`config.mk`:
```
export PLATFORM = sky130hd
export DESIGN_NAME = apft_front_flat
export DESIGN_NICKNAME = d
export VERILOG_FILES = /design/src/rtl/apft_pkg.sv /design/src/rtl/apft_if.sv /design/src/rtl/apft_front.sv /design/src/flat_wrapper.sv
export SDC_FILE = /design/constraint.sdc
export NUM_CORES = 1
export LEC_CHECK = 0
export ABC_AREA = 1
export BUFFER_PORTS_ARGS = -buffer_cell sky130_fd_sc_hd__buf_4
export CAP_MARGIN = 20
export CORE_UTILIZATION = 50
export DETAILED_ROUTE_END_ITERATION = 12
export GPL_TIMING_DRIVEN = 1
export PLACE_DENSITY = 0.75
export SLEW_MARGIN = 40
export SYNTH_ARGS = -nofsm -noshare
export SYNTH_HDL_FRONTEND = slang
export SYNTH_SLANG_ARGS = --single-unit
```
`constraint.sdc`:
```
create_clock -name clk -period 9.7 [get_ports clk]
set_input_delay 1.94 -clock clk [delete_from_list [all_inputs] [get_ports clk]]
set_output_delay 1.94 -clock clk [all_outputs]
set_load 0.01 [all_outputs]
```
`src/rtl/apft_pkg.sv`:
```
// Shared types, constants and helpers of the address prefix filter table.
// No dependencies; apft_front, apft_back and the top module import this package.
package apft_pkg;

	// Table geometry
	localparam int TableDepth = 64;
	localparam int IdxW       = (TableDepth > 1) ? $clog2(TableDepth) : 1;
	localparam int CountW     = $clog2(TableDepth + 1);

	// Command queue between the front and the back
	localparam int QueueDepth = 2;
	localparam int QPtrW      = (QueueDepth > 1) ? $clog2(QueueDepth) : 1;
	localparam int QFillW     = $clog2(QueueDepth + 1);

	// Longest legal prefix
	localparam logic [7:0] MaxPrefix = 8'd128;

	// Opcodes on the input channel
	localparam logic [1:0] OpClear  = 2'd0;
	localparam logic [1:0] OpAdd    = 2'd1;
	localparam logic [1:0] OpLookup = 2'd2;

	typedef enum logic [1:0] {
		StDone      = 2'd0,
		StDuplicate = 2'd1,
		StFull      = 2'd2,
		StBadLength = 2'd3
	} status_t;

	// Command class decided by the front
	typedef enum logic [2:0] {
		KindNop       = 3'd0,
		KindClear     = 3'd1,
		KindAdd       = 3'd2,
		KindLookup    = 3'd3,
		KindBadLength = 3'd4
	} kind_t;

	typedef struct packed {
		kind_t       kind;
		logic [63:0] address_high;
		logic [63:0] address_low;
		logic [7:0]  prefix_length;
	} cmd_t;

	// One stored rule, as it sits in the table memory
	typedef struct packed {
		logic [63:0] address_high;
		logic [63:0] address_low;
		logic [7:0]  prefix_length;
	} rule_t;

	// Mask with the top len bits of a 128-bit address set (len at most 128)
	function automatic logic [127:0] top_mask(input logic [7:0] len);
		logic [8:0] sh;
		sh = {1'b0, MaxPrefix} - {1'b0, len};
		return ~128'd0 << sh;
	endfunction

endpackage

```
`src/rtl/apft_if.sv`:
```
// Handshake channels of the address prefix filter table: command in, result out.
// Depends on nothing; widths follow the fixed field sizes.
interface apft_in_if;
	logic        valid;
	logic        ready;
	logic [1:0]  opcode;
	logic [63:0] address_high;
	logic [63:0] address_low;
	logic [7:0]  prefix_length;

	modport source(output valid, output opcode, output address_high,
		output address_low, output prefix_length, input ready);
	modport sink(input valid, input opcode, input address_high,
		input address_low, input prefix_length, output ready);
endinterface


```
`src/rtl/apft_front.sv`:
```
// Front of the filter table: accepts commands, classifies them, queues them.
// Depends on apft_pkg and the apft_in_if channel.
module apft_front (
	input  logic           clk,
	input  logic           arst_n,
	apft_in_if.sink        item,
	output logic           q_valid,
	output apft_pkg::cmd_t q_cmd,
	input  logic           q_pop
);
	import apft_pkg::*;

	cmd_t             new_cmd;
	cmd_t             ent_q [QueueDepth];
	logic [QPtrW-1:0] wr_ptr_q;
	logic [QPtrW-1:0] rd_ptr_q;
	logic [QFillW-1:0] fill_q;
	logic             push;

	// Classify the incoming command
	always_comb begin
		new_cmd.address_high  = item.address_high;
		new_cmd.address_low   = item.address_low;
		new_cmd.prefix_length = item.prefix_length;
		case (item.opcode)
			OpClear:  new_cmd.kind = KindClear;
			OpAdd:    new_cmd.kind = (item.prefix_length > MaxPrefix) ? KindBadLength : KindAdd;
			OpLookup: new_cmd.kind = KindLookup;
			default:  new_cmd.kind = KindNop;
		endcase
	end

	assign item.ready = (fill_q != QFillW'(QueueDepth));
	assign push       = item.valid && item.ready;
	assign q_valid    = (fill_q != '0);
	assign q_cmd      = ent_q[rd_ptr_q];

	// Store queue entries
	always_ff @(posedge clk) begin
		if (push) begin
			ent_q[wr_ptr_q] <= new_cmd;
		end
	end

	// Advance pointers and fill level
	always_ff @(posedge clk or negedge arst_n) begin
		if (!arst_n) begin
			wr_ptr_q <= '0;
			rd_ptr_q <= '0;
			fill_q   <= '0;
		end else begin
			if (push) begin
				wr_ptr_q <= (wr_ptr_q == QPtrW'(QueueDepth - 1)) ? '0 : wr_ptr_q + 1'b1;
			end
			if (q_pop) begin
				rd_ptr_q <= (rd_ptr_q == QPtrW'(QueueDepth - 1)) ? '0 : rd_ptr_q + 1'b1;
			end
			if (push && !q_pop) begin
				fill_q <= fill_q + 1'b1;
			end else if (!push && q_pop) begin
				fill_q <= fill_q - 1'b1;
			end
		end
	end

	a_fill_bound: assert property (@(posedge clk) disable iff (!arst_n)
		fill_q <= QFillW'(QueueDepth))
		else $error("queue fill level beyond depth");
	a_pop_nonempty: assert property (@(posedge clk) disable iff (!arst_n)
		q_pop |-> q_valid)
		else $error("pop from empty queue");
	a_push_grows: assert property (@(posedge clk) disable iff (!arst_n)
		(push && !q_pop) |=> fill_q == $past(fill_q) + 1'b1)
		else $error("push without pop did not grow the queue");

endmodule

```
`src/flat_wrapper.sv`:
```
// flat-port wrapper written by rule: the top's interface ports become plain ports
module apft_front_flat import apft_pkg::*;
  (clk, arst_n, q_valid, q_cmd, q_pop, item_valid, item_opcode, item_address_high, item_address_low, item_prefix_length, item_ready);
  apft_in_if item_i ();
  input  logic clk;
  input  logic arst_n;
  output logic q_valid;
  output apft_pkg::cmd_t q_cmd;
  input  logic q_pop;
  input wire logic [$bits(item_i.valid)-1:0] item_valid;
  input wire logic [$bits(item_i.opcode)-1:0] item_opcode;
  input wire logic [$bits(item_i.address_high)-1:0] item_address_high;
  input wire logic [$bits(item_i.address_low)-1:0] item_address_low;
  input wire logic [$bits(item_i.prefix_length)-1:0] item_prefix_length;
  output wire logic [$bits(item_i.ready)-1:0] item_ready;
  assign item_i.valid = item_valid;
  assign item_i.opcode = item_opcode;
  assign item_i.address_high = item_address_high;
  assign item_i.address_low = item_address_low;
  assign item_i.prefix_length = item_prefix_length;
  assign item_ready = item_i.ready;
  apft_front u_core (.clk(clk), .arst_n(arst_n), .item(item_i), .q_valid(q_valid), .q_cmd(q_cmd), .q_pop(q_pop));
endmodule
```
==> flow_summary.yaml <==
outcome:
  run_status: "complete, no violations"
critical_path:
  endpoint_kind: "primary output"
  critical_path_class: "reg2out"
  path_max_fanout: 65
  critPathTopFamily: "buffers and inverters"
  r2r-end: "u_core.ent_q[1][83]"
  crit_start: "u_core.rd_ptr_q"
  worst_ep_arrival_time_ns: 2.54
  reg2reg_depth: 5
  critPathLaunchType: "flop"
  path_buf_inv: 2
  worst_path_max_delay_cell: "dfrtp_4"
  worst_path_largest_cell_delay_ns: 0.68
  r2r-start: "u_core.fill_q[0]"
  crit_chain: "buf_6 -> mux2_2 -> buf_4"
  cp.required_ns: 7.76
  path_depth: 3
  r2r_slack_ns: 7.81
  timing.critical_path.to: "q_cmd[123]"
cts:
  post_cts_buffers: 0
  ctsHoldBuffers: 0
  cts_tree: "built"
  ctsHtreeMaxLevel: 1
  clkLatencyLatePin_ns: 0.53
  clk_path_buf_depth: 3
  cts_buffers: 28
  cts-root-buf: "clkbuf_16"
  clock-sinks: 282
  clk_pin_slew_worst_paths_ns: 0.06
  cts_resized: 0
synthesis:
  synth_simple_gate_area_share_pct: 0.737
  yosys_warnings: 0
  syn_area_mm2: 0.0107
  synth_compound_area_share_pct: 0.0468
  synthAdderAreaFrac_pct: 0.117
  synth_top_family_by_area: "multiplexers"
  synth_xor_area_share_pct: 0.246
  synthMuxAreaShare_pct: 18.1
  yosysSeqAreaShare_pct: 79.0
  ys_seq_elements: 282
  synth.net_count: 614
  ys_types: 14
  synthCells: 471
  syn_avg_cell_area_um2: 22.7
timing:
  fmax_mhz: 223
  rsz0062_at_grt: "no"
  fin_crit_ns: 4.48
  setup_slack_ns: 5.22
  slew_viol_final: 0
  slew_headroom_pct: 43.9
  worst_slew_pin_slew_ns: 0.841
  finalHoldViolCount: 0
  tns_ns: 0
  clock_skew_ns: 0.0129
  period_share_pct: 46.2
  finalSetupViolations: 0
power_and_ir_drop:
  p_int_mw: 2.98
  powerDensity_mw_per_mm2: 297
  clockPowerShare_pct: 23.6
  total_power_mw: 4.14
  p_leak_nw: 5.51
  ir_drop_uv: 167
  comb_power_share_pct: 34.0
  switching_power_mw: 1.16
  seqPwrFrac_pct: 42.4
  sw_frac_of_total_pct: 28.0
die:
  std_cell_rows: 53
  core_area_mm2: 0.0210
  die_area_mm2: 0.0220
  die_h_um: 148
  boundaryPins: 283
  die_w_um: 148
  start_util_pct: 50.9
job:
  maxCapViolCount: 0
global_routing:
  grt_max_degree: 81
  grt_busiest_layer: "met2"
  grt_overflow: 0
  antenna_found_initial: 2
  grt_pass1_vias: 5488
  grt_use_met1_pct: 21.5
  use_met2_pct: 29.0
  use_met3_pct: 5.77
  grt_use_total_pct: 17.4
  grt_pass1_wl_mm: 29.3
placed_design:
  dpl.hpwl_mm: 13.2
  dp_slack_ns: 5.73
  port_buffers: 282
  gp_congestion: 0.734
routing:
  vias: 5282
  ant_nets: 0
  wirelength_mm: 19.9
  dr.pass1.iters: 4
  drt_iter0_drc: 334
  wl_per_cell_um: 18.6
  remaining_drc_errors: 0
  vias_per_cell: 4.94
finish:
  nets: 916
  final_common_cell: "buf_4"
  nFillCells: 1382
  drive_gt1_share_pct: 59.5
  final_cell_mix: "buf_4 (284), edfxtp_1 (278), mux2_4 (100), mux2_2 (39), clkbuf_16 (28)"
  syn_to_final_growth_pct: 30.1
hold_path:
  hp-class: "reg2reg"
## how the worst min path moves through the flow
| stage | end | from | slack, ns | depth (start not counted) |
|---|---|---|---|---|
| floorplan | u_core.fill_q[0] | u_core.fill_q[0] | 0.45 | 1 |
| global placement | u_core.fill_q[0] | u_core.fill_q[0] | 0.46 | 1 |
| detailed placement | u_core.fill_q[0] | u_core.fill_q[0] | 0.48 | 1 |
| CTS | u_core.fill_q[0] | u_core.fill_q[0] | 0.48 | 1 |
| global route | u_core.fill_q[0] | u_core.fill_q[0] | 0.53 | 1 |
| finish | u_core.fill_q[0] | u_core.fill_q[0] | 0.48 | 1 |
## metrics by stage
stage | utilization [%] | instances | hold slack (ns) | instance area [um2]
3_3_place_gp | 62.2 | 1018 | 0.462 | 13100
6_report | 66.2 | 1069 | 0.483 | 13900
3_5_place_dp | 62.2 | 1018 | 0.476 | 13100
2_1_floorplan | - | 471 | 0.446 | 10700
4_1_cts | 66.2 | 1067 | 0.483 | 13900
5_1_grt | 66.2 | 1067 | 0.528 | 13900
## metal layers
layer / vias up / wire length [um]
met4: 0 / 504
met3: 36 / 1960
li1: 2448 / -
met5: - / 0
met2: 235 / 9610
met1: 2563 / 7780
## power by group through the flow
stage                     clock network [mW]  logic [mW]  registers [mW]
after floorplan                            0       0.893            1.79
after global placement                     0        1.40            1.76
after detailed placement                   0        1.42            1.78
after CTS                               1.00        1.43            1.75
after global routing                    1.05        1.49            1.78
final                                  0.978        1.41            1.75
## Yosys cell counts
master | instances | area, um2
ha_1 | 1 | 12.5
buf_2 | 4 | 20.0
buf_8 | 1 | 15.0
xnor2_1 | 1 | 8.76
nor2_1 | 11 | 41.3
xor2_1 | 2 | 17.5
o21ai_0 | 1 | 5.00
mux2_2 | 39 | 439
inv_1 | 8 | 30.0
nand2_1 | 10 | 37.5
dfrtp_1 | 4 | 100
buf_6 | 11 | 124
mux2_4 | 100 | 1500
edfxtp_1 | 278 | 8350
## cell type report
| class | instances | area (um2) | share of cell area (%) |
|---|---|---|---|
| diodes | 2 | 5.00 | 0.0359 |
| clock buffers | 32 | 716 | 5.14 |
| clock inverters | 17 | 123 | 0.881 |
| inverters | 8 | 30.0 | 0.216 |
| multi-input cells | 165 | 2080 | 14.9 |
| flip-flops and latches | 282 | 8450 | 60.7 |
| well taps | 275 | 344 | 2.47 |
| repair buffers | 288 | 2180 | 15.6 |
## logic make-up after synthesis
| kind of cell | after synthesis |
|---|---|
| buffers and inverters | 24 |
| XOR/XNOR | 3 |
| adder cells (fa/ha/maj) | 1 |
| flip-flops | 282 |
| multiplexers | 139 |
| AO/OA/AOI/OAI | 1 |
| AND/OR/NAND/NOR | 21 |
## state kept, by name, indices dropped and copies added (netlist names)
register / flops
u_core.wr_ptr_q: 1
u_core.ent_q: 278
u_core.rd_ptr_q: 1
u_core.fill_q: 2
## worst reg2reg max path, stage by stage (launching register included)
cell and delay (ns):
dfrtp_1 0.36, inv_1 0.08, nand2_1 0.10, nand2_1 0.17
nor2_4 0.13, buf_4 0.63
Power figures use the tool's default switching activity.
